`src/rtl/mexp_pkg.sv`:
```
package mexp_pkg;
    localparam int MOD_WIDTH = 30;
    localparam int BASE_WIDTH = 31;
    localparam int EXP_WIDTH = 32;
    localparam logic [MOD_WIDTH-1:0] MOD_RESET = MOD_WIDTH'(1000000007);
    // exponent scan covers the wider of the input exponent and the modulus
    localparam int SCAN_WIDTH = (EXP_WIDTH > MOD_WIDTH) ? EXP_WIDTH : MOD_WIDTH;
    localparam int SCAN_CNT_W = $clog2(SCAN_WIDTH);
    localparam int MUL_CNT_W = $clog2(MOD_WIDTH);
    localparam int RED_CNT_W = $clog2(BASE_WIDTH + 1);
    localparam logic ACT_POWER = 1'b0;
    localparam logic ACT_INVERSE = 1'b1;
endpackage

```
`src/rtl/mexp_if.sv`:
```
interface mexp_in_if;
    import mexp_pkg::*;
    logic valid;
    logic ready;
    logic action;
    logic [BASE_WIDTH-1:0] base;
    logic [EXP_WIDTH-1:0] exponent;
    modport source (output valid, output action, output base, output exponent, input ready);
    modport sink (input valid, input action, input base, input exponent, output ready);
endinterface

interface mexp_out_if;
    import mexp_pkg::*;
    logic valid;
    logic ready;
    logic [MOD_WIDTH-1:0] result;
    modport source (output valid, output result, input ready);
    modport sink (input valid, input result, output ready);
endinterface

```
`src/rtl/modular_exponentiation.sv`:
```
// channel   dir   handshake       payload
// i_in      in    valid/ready     action, base, exponent
// o_out     out   valid/ready     result
// cfg       in    i_cfg_we        i_cfg_data (modulus)
//
// one item at a time; the base is first reduced bit-serially,
// then 32 exponent bits are scanned, each costing a shift-and-add
// squaring plus, where the bit is one, another shift-and-add multiply
// synchronous active-low reset; the result register holds until taken, a new
// transaction is accepted whenever the engine is idle and a finished result
// waits in S_DONE only while the previous one is still unread
module modular_exponentiation (
    input  logic                        i_clk,
    input  logic                        i_rst_n,
    input  logic                        i_cfg_we,
    input  logic [mexp_pkg::MOD_WIDTH-1:0] i_cfg_data,
    mexp_in_if.sink                     i_in,
    mexp_out_if.source                  o_out
);
    import mexp_pkg::*;

    typedef enum logic [4:0] {
        S_IDLE = 5'b00001,
        S_RED  = 5'b00010,
        S_SQR  = 5'b00100,
        S_MUL  = 5'b01000,
        S_DONE = 5'b10000
    } t_state;

    t_state r_state, n_state;
    logic [MOD_WIDTH-1:0] r_mod;
    logic [MOD_WIDTH-1:0] r_b, n_b;       // reduced base
    logic [MOD_WIDTH-1:0] r_acc, n_acc;   // power accumulator
    logic [MOD_WIDTH:0]   r_pa, n_pa;     // partial product, one spare bit
    logic [MOD_WIDTH-1:0] r_mb, n_mb;     // multiplier bits, shifted out msb first
    logic [BASE_WIDTH-1:0] r_bsh, n_bsh;  // base bits for reduction
    logic [SCAN_WIDTH-1:0] r_e, n_e;      // exponent bits, msb first
    logic [SCAN_CNT_W-1:0] r_ecnt, n_ecnt;
    logic [MUL_CNT_W-1:0]  r_mcnt, n_mcnt;
    logic [RED_CNT_W-1:0]  r_rcnt, n_rcnt;
    logic [MOD_WIDTH-1:0] r_res, n_res;
    logic r_ovalid, n_ovalid;

    // one shift-and-add step: acc = 2*acc (+ addend, or + base bit when reducing) mod m
    logic [MOD_WIDTH+1:0] w_dbl, w_dbl_r, w_add;
    logic [MOD_WIDTH-1:0] w_addend, w_step;
    logic w_bit;

    always_comb begin
        w_bit = (r_state == S_RED) ? r_bsh[BASE_WIDTH-1] : r_mb[MOD_WIDTH-1];
        w_addend = (r_state == S_SQR) ? r_acc : r_b;
        w_dbl = {r_pa, 1'b0};
        w_dbl_r = (w_dbl >= {2'b00, r_mod}) ? w_dbl - {2'b00, r_mod} : w_dbl;
        if (r_state == S_RED) begin
            w_add = w_dbl_r + (MOD_WIDTH+2)'(w_bit);
        end else begin
            w_add = w_dbl_r + (w_bit ? {2'b00, w_addend} : '0);
        end
        w_step = (w_add >= {2'b00, r_mod}) ? MOD_WIDTH'(w_add - {2'b00, r_mod})
                                           : MOD_WIDTH'(w_add);
    end

    assign i_in.ready = (r_state == S_IDLE);
    assign o_out.valid = r_ovalid;
    assign o_out.result = r_res;

    always_comb begin
        n_state = r_state;
        n_b = r_b; n_acc = r_acc; n_pa = r_pa; n_mb = r_mb; n_bsh = r_bsh;
        n_e = r_e; n_ecnt = r_ecnt; n_mcnt = r_mcnt; n_rcnt = r_rcnt;
        n_res = r_res;
        n_ovalid = r_ovalid && !o_out.ready;
        unique case (r_state)
            S_IDLE: begin
                if (i_in.valid && i_in.ready) begin
                    n_bsh = i_in.base;
                    n_e = (i_in.action == ACT_INVERSE) ?
                          SCAN_WIDTH'(r_mod - MOD_WIDTH'(2)) : SCAN_WIDTH'(i_in.exponent);
                    n_pa = '0;
                    n_rcnt = '0;
                    n_acc = MOD_WIDTH'(1);
                    n_ecnt = '0;
                    n_state = S_RED;
                end
            end
            S_RED: begin
                n_pa = {1'b0, w_step};
                n_bsh = r_bsh << 1;
                n_rcnt = r_rcnt + 1'b1;
                if (r_rcnt == RED_CNT_W'(BASE_WIDTH - 1)) begin
                    n_b = w_step;
                    n_pa = '0;
                    n_mb = r_acc;
                    n_mcnt = '0;
                    n_state = S_SQR;
                end
            end
            S_SQR, S_MUL: begin
                n_pa = {1'b0, w_step};
                n_mb = r_mb << 1;
                n_mcnt = r_mcnt + 1'b1;
                if (r_mcnt == MUL_CNT_W'(MOD_WIDTH - 1)) begin
                    n_acc = w_step;
                    n_pa = '0;
                    n_mcnt = '0;
                    n_mb = w_step;
                    if (r_state == S_SQR && r_e[SCAN_WIDTH-1]) begin
                        n_state = S_MUL;
                    end else if (r_ecnt == SCAN_CNT_W'(SCAN_WIDTH - 1)) begin
                        n_state = S_DONE;
                    end else begin
                        n_e = r_e << 1;
                        n_ecnt = r_ecnt + 1'b1;
                        n_state = S_SQR;
                    end
                end
            end
            S_DONE: begin
                // wait here while the previous result is still unread
                if (!r_ovalid || o_out.ready) begin
                    // a power mod 1 or 0 has no residue, so zero is returned
                    n_res = (r_mod < MOD_WIDTH'(2)) ? '0 : r_acc;
                    n_ovalid = 1'b1;
                    n_state = S_IDLE;
                end
            end
            default: n_state = S_IDLE;
        endcase
    end

    always_ff @(posedge i_clk) begin
        if (!i_rst_n) begin
            r_state <= S_IDLE;
            r_ovalid <= 1'b0;
            r_mod <= MOD_RESET;
        end else begin
            r_state <= n_state;
            r_ovalid <= n_ovalid;
            if (i_cfg_we) begin
                r_mod <= i_cfg_data;
            end
        end
        r_b <= n_b; r_acc <= n_acc; r_pa <= n_pa; r_mb <= n_mb; r_bsh <= n_bsh;
        r_e <= n_e; r_ecnt <= n_ecnt; r_mcnt <= n_mcnt; r_rcnt <= n_rcnt;
        r_res <= n_res;
    end

`ifndef NO_ASSERTIONS
    a_res_lt_mod: assert property (@(posedge i_clk) disable iff (!i_rst_n)
        $rose(r_ovalid) && r_mod >= MOD_WIDTH'(2) |-> r_res < r_mod)
        else $error("result not reduced");
    a_out_held: assert property (@(posedge i_clk) disable iff (!i_rst_n)
        r_ovalid && !o_out.ready |=> r_ovalid && $stable(r_res))
        else $error("result lost under stall");
    a_busy_no_accept: assert property (@(posedge i_clk) disable iff (!i_rst_n)
        r_state != S_IDLE |-> !i_in.ready)
        else $error("accept while busy");
    a_pa_lt_mod: assert property (@(posedge i_clk) disable iff (!i_rst_n)
        (r_state == S_SQR || r_state == S_MUL) && r_mod >= MOD_WIDTH'(2)
        |-> r_pa < {1'b0, r_mod})
        else $error("partial product out of range");
`endif
endmodule

```
`src/flat_wrapper.sv`:
```
// flat-port wrapper written by rule: the top's interface ports become plain ports
module modular_exponentiation_flat import mexp_pkg::*;
  (i_clk, i_rst_n, i_cfg_we, i_cfg_data, i_in_valid, i_in_action, i_in_base, i_in_exponent, i_in_ready, o_out_valid, o_out_result, o_out_ready);
  mexp_in_if i_in_i ();
  mexp_out_if o_out_i ();
  input  logic i_clk;
  input  logic i_rst_n;
  input  logic i_cfg_we;
  input  logic [mexp_pkg::MOD_WIDTH-1:0] i_cfg_data;
  input wire logic [$bits(i_in_i.valid)-1:0] i_in_valid;
  input wire logic [$bits(i_in_i.action)-1:0] i_in_action;
  input wire logic [$bits(i_in_i.base)-1:0] i_in_base;
  input wire logic [$bits(i_in_i.exponent)-1:0] i_in_exponent;
  output wire logic [$bits(i_in_i.ready)-1:0] i_in_ready;
  output wire logic [$bits(o_out_i.valid)-1:0] o_out_valid;
  output wire logic [$bits(o_out_i.result)-1:0] o_out_result;
  input wire logic [$bits(o_out_i.ready)-1:0] o_out_ready;
  assign i_in_i.valid = i_in_valid;
  assign i_in_i.action = i_in_action;
  assign i_in_i.base = i_in_base;
  assign i_in_i.exponent = i_in_exponent;
  assign i_in_ready = i_in_i.ready;
  assign o_out_valid = o_out_i.valid;
  assign o_out_result = o_out_i.result;
  assign o_out_i.ready = o_out_ready;
  modular_exponentiation u_core (.i_clk(i_clk), .i_rst_n(i_rst_n), .i_cfg_we(i_cfg_we), .i_cfg_data(i_cfg_data), .i_in(i_in_i), .o_out(o_out_i));
endmodule
```
`config.mk`:
```
export PLATFORM = sky130hd
export DESIGN_NAME = modular_exponentiation_flat
export DESIGN_NICKNAME = d
export VERILOG_FILES = /design/src/rtl/mexp_pkg.sv /design/src/rtl/mexp_if.sv /design/src/rtl/modular_exponentiation.sv /design/src/flat_wrapper.sv
export SDC_FILE = /design/constraint.sdc
export NUM_CORES = 1
export LEC_CHECK = 0
export BUFFER_PORTS_ARGS = -buffer_cell sky130_fd_sc_hd__buf_2
export CAP_MARGIN = 20
export CORE_MARGIN = 2
export CORE_UTILIZATION = 55
export CTS_CLUSTER_SIZE = 40
export DETAILED_ROUTE_END_ITERATION = 6
export GPL_ROUTABILITY_DRIVEN = 0
export PLACE_DENSITY_LB_ADDON = 0.08
export SKIP_CTS_REPAIR_TIMING = 1
export SLEW_MARGIN = 10
export SYNTH_ARGS = -nofsm -noshare
export SYNTH_HDL_FRONTEND = slang
export SYNTH_SLANG_ARGS = --single-unit
```
`constraint.sdc`:
```
create_clock -name i_clk -period 8.07 [get_ports i_clk]
set_input_delay 0.4035 -clock i_clk [delete_from_list [all_inputs] [get_ports i_clk]]
set_output_delay 0.4035 -clock i_clk [all_outputs]
set_load 0.05 [all_outputs]
```
; Yosys cells after proc, flatten, opt, wreduce, memory -nomap -nowiden
; Cells that the tools add are included.
[word_totals]
ff_bits = 265
latchBits = 0
ram_bits = 0
rom_bits = 0
out_inout_bits = 32
mem_count = 0
[op_classes]
add_sub_neg = 8
multipliers = 0
div = 0
order_cmp = 3
eq_ne = 14
n_shift = 0
muxes = 42
bitwise = 0
reduce_logical = 19
[ops]
columns = operator, count
row1 = two-way mux 30 bit, 9
row2 = two-way mux 32 bit, 7
row3 = one-hot mux 30 bit (2 select lines), 2
row4 = one-hot mux 31 bit (3 select lines), 1
row5 = >= comparator 32 x 30 -> 1 bit, 2
row6 = one-hot mux 32 bit (2 select lines), 1
row7 = two-way mux 31 bit, 2
row8 = one-hot mux 31 bit (2 select lines), 1
row9 = two-way mux 5 bit, 12
row10 = adder 32 x 1 -> 32 bit, 1
row11 = adder 32 bit, 1
row12 = subtractor 32 x 30 -> 32 bit, 1
row13 = subtractor 30 x 2 -> 31 bit (second input constant), 1
row14 = less-than comparator 30 x 2 -> 1 bit (second input constant), 1
row15 = one-hot mux 5 bit (2 select lines), 3
row16 = subtractor 30 bit, 1
row17 = == test 5 bit (second input constant), 4
row18 = one-hot mux 5 bit (4 select lines), 1
row19 = adder 5 x 1 -> 5 bit (second input constant), 3
row20 = AND reduction 2 bit, 5
row21 = inequality test 2 bit (second input constant), 4
row22 = nonzero test 2 bit, 3
row23 = == test 5 x 1 -> 1 bit (second input constant), 1
row24 = == test 5 x 2 -> 1 bit (second input constant), 1
row25 = 12 further kinds, 18

; Depth between registers and ports, before layout
[logic_depth]
depth_word = 9
mapped_depth = 34
ltp_nobuf = 31

; Worst setup path before layout
; OpenSTA, ideal clock, no wires.
[synth_path]
kind = register to register
start = reg u_core.r_mod[1]
end = reg u_core.r_mb[10] (data pin)
setup_time_ns = 0.267
arrival_time_ns = 6.878
required_ns = 7.803
path_slack_ns = 0.925
path_stages_with_launch = 32
n_path_buf = 3
cell_sequence = dfxtp_1 -> inv_1 -> fa_1 -> a211oi_1 -> o21ai_1 -> o211a_1 -> o21ai_0 -> and2_1 -> buf_2 -> clkbuf_1 -> mux2_2 -> ha_1 -> a211oi_1 -> o21ai_0 -> o211a_1 -> a41o_1 -> a21o_1 -> a21oi_1 -> o21ai_0 -> xor2_1 -> ha_1 -> a21o_1 -> a21o_1 -> a21oi_1 -> o221ai_2 -> a311oi_2 -> o21ai_1 -> o221ai_1 -> nor4b_4 -> buf_6 -> mux2i_2 -> o22ai_1
[synth_via]
elab_chain_len = 8
word_cells_on_any_way = 11
cone_classes = 4 x add/sub / 2 x order compare / 5 x mux
[synth_rtl]
columns = element, line
row1 = start: declaration, modular_exponentiation.sv:31  ; logic [MOD_WIDTH-1:0] r_mod;
row2 = start signal: assignment, modular_exponentiation.sv:140  ; r_mod <= i_cfg_data;
row3 = subtractor 32 x 30 -> 32 bit / >= comparator 32 x 30 -> 1 bit (equally long branches), modular_exponentiation.sv:53  ; w_dbl_r = (w_dbl >= {2'b00, r_mod}) ? w_dbl - {2'b00, r_mod} : w_dbl;
row4 = two-way mux 32 bit, modular_exponentiation.sv:53
row5 = adder 32 bit / adder 32 x 1 -> 32 bit (equally long branches), "modular_exponentiation.sv:57, modular_exponentiation.sv:55"
row6 = two-way mux 32 bit, modular_exponentiation.sv:54  ; if (r_state == S_RED) begin
row7 = subtractor 30 bit / >= comparator 32 x 30 -> 1 bit (equally long branches), modular_exponentiation.sv:59  ; w_step = (w_add >= {2'b00, r_mod}) ? MOD_WIDTH'(w_add - {2'b00, r_mod})
row8 = two-way mux 30 bit *, modular_exponentiation.sv:59
row9 = two-way mux 30 bit *, modular_exponentiation.sv:102  ; if (r_mcnt == MUL_CNT_W'(MOD_WIDTH - 1)) begin
row10 = one-hot mux 30 bit (2 select lines) *, modular_exponentiation.sv:73  ; unique case (r_state)
row11 = net u_core.n_mb[10], modular_exponentiation.sv:35  ; logic [MOD_WIDTH-1:0] r_mb, n_mb;
row12 = end signal: assignment, modular_exponentiation.sv:143  ; r_b <= n_b; r_acc <= n_acc; r_pa <= n_pa; r_mb <= n_mb; r_bsh <= n_bsh;
row13 = end: declaration, modular_exponentiation.sv:35
; The timed path passes the listed nets; every way through them passes the cells marked *.
; A chain may end at the register's enable or synchronous reset.

; Worst setup path in the final report
[layout_path]
start = reg u_core.r_mod[25]
end = reg u_core.r_mb[15] (data pin)
[layout_via]
elab_chain_len = 8
word_cells_on_any_way = 11
cone_classes = 4 x add/sub / 2 x order compare / 5 x mux
[layout_rtl]
columns = element, line
row1 = subtractor 32 x 30 -> 32 bit / >= comparator 32 x 30 -> 1 bit (equally long branches), modular_exponentiation.sv:53
row2 = two-way mux 32 bit, modular_exponentiation.sv:53
row3 = adder 32 bit / adder 32 x 1 -> 32 bit (equally long branches), "modular_exponentiation.sv:57, modular_exponentiation.sv:55"
row4 = two-way mux 32 bit, modular_exponentiation.sv:54
row5 = >= comparator 32 x 30 -> 1 bit / subtractor 30 bit (equally long branches), modular_exponentiation.sv:59
row6 = two-way mux 30 bit *, modular_exponentiation.sv:59
row7 = two-way mux 30 bit *, modular_exponentiation.sv:102
row8 = one-hot mux 30 bit (2 select lines) *, modular_exponentiation.sv:73
row9 = net u_core.n_mb[15], modular_exponentiation.sv:35
; Marks and branches as above.

==> metrics.txt <==
TritonCTS Buffers 30; GRT Total Usage 27.1%; First-pass DRT Iterations 7; synthesized area per cell 9.77 sq um; Synth area leader edfxtp_1; post-synth top area share 40.8%; GRT Residual Overflow 0; number of flops mapped to enable cells by yosys about 230; Clock Sinks 264; Final Slew Violations 0; flops & latches, synth 264; Clk pin slew, worst setup/hold paths approximately 0.060 ns; largest net degree at the start of global routing 65; DIE HEIGHT roughly 180 um; Detail Route Antenna Nets 0; Initial Util 56.3%; worst min-delay path class in2reg; first-pass GRT wire length 68.2 mm; Crit. End Element flop; top_reg_cell synth edfxtp_1; Clk Latency, worst-skew pair roughly 0.56 ns; Avg Vias per Cell roughly 6.0; number of global-route vias before repair 13000; # IOs approximately 130; WHS Endpoint u_core.r_mod[29]$_SDFFE_PN1P_; status finished, final reports clean; relative slew slack 34.9%; core area 0.0298 sq mm; CTS Buffer Depth 3; Crit path largest cell delay 0.39 ns; Avg WL per Cell 19.3 um; ranking of synthesized cells by area edfxtp_1 41%, ha_1 7.2%, dfxtp_1 4.3%; asr flop ratio synth 0%; net count reported at finish 2037; synth unique cells 79; r2r endpoint u_core.r_mb[15]$_DFFE_PP_; maximum clock frequency 129 MHz; ANT cells 0; Hold Path Cell Cnt 3; Startpoint Class flop; share of cells above drive strength 1 approximately 17%; DIE AREA 0.0319 sq mm; post-DP HPWL 31.5 mm; max cap viols 0; Final TNS setup 0 ns; final setup vio count 0; Setup Skew 0.0130 ns; Die X about 180 um; crit path max-delay cell type o41a_1; Final period util 96.2%; WP data required 8.35 ns; Vias 13500; warnings from Yosys 0; Syn Std Cell Area 0.0168 sq mm; CTS Root Buffer Type clkbuf_16; R2R Setup Slk ~0.31 ns; Mapped Nets 1916; Final Hold Fails 0; R2R depth 30; top post-synthesis cells by count 228 x edfxtp_1, 189 x nand2_1, 149 x nor2_1; Routed Wire Length 43.5 mm; worst hold start i_cfg_data[29]; initial antenna violation count 0; row cnt 63; Mapped Cells roughly 1700; Crit Path Class reg2reg; count leader, synth edfxtp_1; PortBufs 130; CTS tree done; H-tree depth 1; Critical Path AT 8.04 ns; fin crit period 7.76 ns; worst-path fanout max 11; Least-Margin Pin Slew 0.977 ns; Layout area overhead 14.2%; sequential area share after synthesis 45.1%; r2r startpoint u_core.r_mod[25]$_SDFFE_PN1P_; drt drc 0; initial DRC count 1226
placed cells by master (no fill, tap or decap), types with 6 or more instances in the layout:
master     instances
nand2_1          187
mux2i_4           18
mux2i_1           22
xnor2_1           67
clkinv_1           7
buf_2            130
xor2_1            36
buf_4             26
ha_1              97
edfxtp_1         228
or3_1              7
a211oi_1           9
o31ai_1            8
nand2b_1          15
and3_1            18
inv_1             86
dfxtp_1           36
a21o_1            48
a31oi_1           13
nand4_1           20
o21bai_1          14
nor2_1           148
a21oi_1          124
a21oi_2            6
o21ai_0          120
mux2_2            32
nand3_1           32
clkbuf_16         32
o211ai_1          18
mux2i_2            9
nor3_1            24
nor2b_1           57
o21a_1             9
o22ai_1           25
clkinv_2           7
flip-flops by register name, summed over array words and instances, names as in the netlist:
| signal | flops |
|---|---|
| u_core.r_e | 32 |
| u_core.r_bsh | 31 |
| u_core.o_out.result | 30 |
| u_core.r_acc | 30 |
| u_core.r_b | 30 |
| u_core.r_mb | 30 |
| u_core.r_mod | 30 |
| u_core.r_pa | 30 |
| u_core.r_ecnt | 5 |
| u_core.r_mcnt | 5 |
| u_core.r_rcnt | 5 |
| u_core.r_state | 5 |
| u_core.o_out.valid | 1 |
routing by layer:
layer	wire length (um)	share of wire (%)	vias up	global-route usage (%)
li1	-	-	6520	-
met1	18900	43	6452	37.0
met2	20400	47	438	43.6
met3	2260	5.2	114	3.13
met4	2010	4.6	0	11.6
met5	0	0	-	0
critical path, delay by kind of cell, from the launching register on:
kind,cells,cell delay (ns)
AO/OA/AOI/OAI,18,4.01
XOR/XNOR,1,0.25
adder cells (fa/ha/maj),3,1.01
buffers and inverters,3,0.54
flip-flops,1,0.36
multiplexers,2,0.74
AND/OR/NAND/NOR,3,0.57
cell type report:
cell class / count / area, sq um
repair buffers: 161 / 928
clock inverters: 17 / 108
multi-input cells: 1294 / 8890
well taps: 390 / 488
fillers: 2520 / 10600
inverters: 87 / 327
clock buffers: 37 / 838
flip-flops and latches: 264 / 7570
stage by stage:
step / setup WS (ns) / cells / hold slack [ns] / area, sq um / utilization, %
finish: 0.310 / 2250 / 0.0688 / 19200 / 64.3
global route: -0.0309 / 2250 / 0.0702 / 19200 / 64.3
CTS: 0.153 / 2244 / 0.0471 / 18800 / 63.1
detailed placement: 0.215 / 2190 / 0.503 / 17900 / 59.9
global placement: 0.167 / 2190 / 0.500 / 17900 / 59.9
floorplan: 0.925 / 1717 / 0.495 / 16800 / -
worst max-delay path by stage:
stage	from	endpoint	slack, ns	cells past startpoint
2_1_floorplan	u_core.r_mod[1]$_SDFFE_PN1P_	u_core.r_mb[10]$_DFFE_PP_	0.92	31
3_3_place_gp	u_core.r_mod[1]$_SDFFE_PN1P_	u_core.r_mb[23]$_DFFE_PP_	0.17	28
3_5_place_dp	u_core.r_mod[1]$_SDFFE_PN1P_	u_core.r_mb[23]$_DFFE_PP_	0.22	29
4_1_cts	u_core.r_mod[1]$_SDFFE_PN1P_	u_core.r_mb[23]$_DFFE_PP_	0.15	28
5_1_grt	u_core.r_mod[0]$_SDFFE_PN1P_	u_core.r_mb[15]$_DFFE_PP_	-0.03	30
6_report	u_core.r_mod[25]$_SDFFE_PN1P_	u_core.r_mb[15]$_DFFE_PP_	0.31	30
kinds of logic after synthesis:
group                      after synthesis  synth area share (%)
and+or+nand+nor                        549                  15.5
buffers and inverters                  159                  3.71
adders and majority gates              100                  7.59
xor gates and xnor gates               104                  5.43
AOI/OAI and AO/OA                      458                  17.0
muxes                                   83                  5.65
DFF                                    264                  45.1
Power is not shown: default switching activity piles up to over one toggle a cycle in this logic, so the estimate is an artifact.
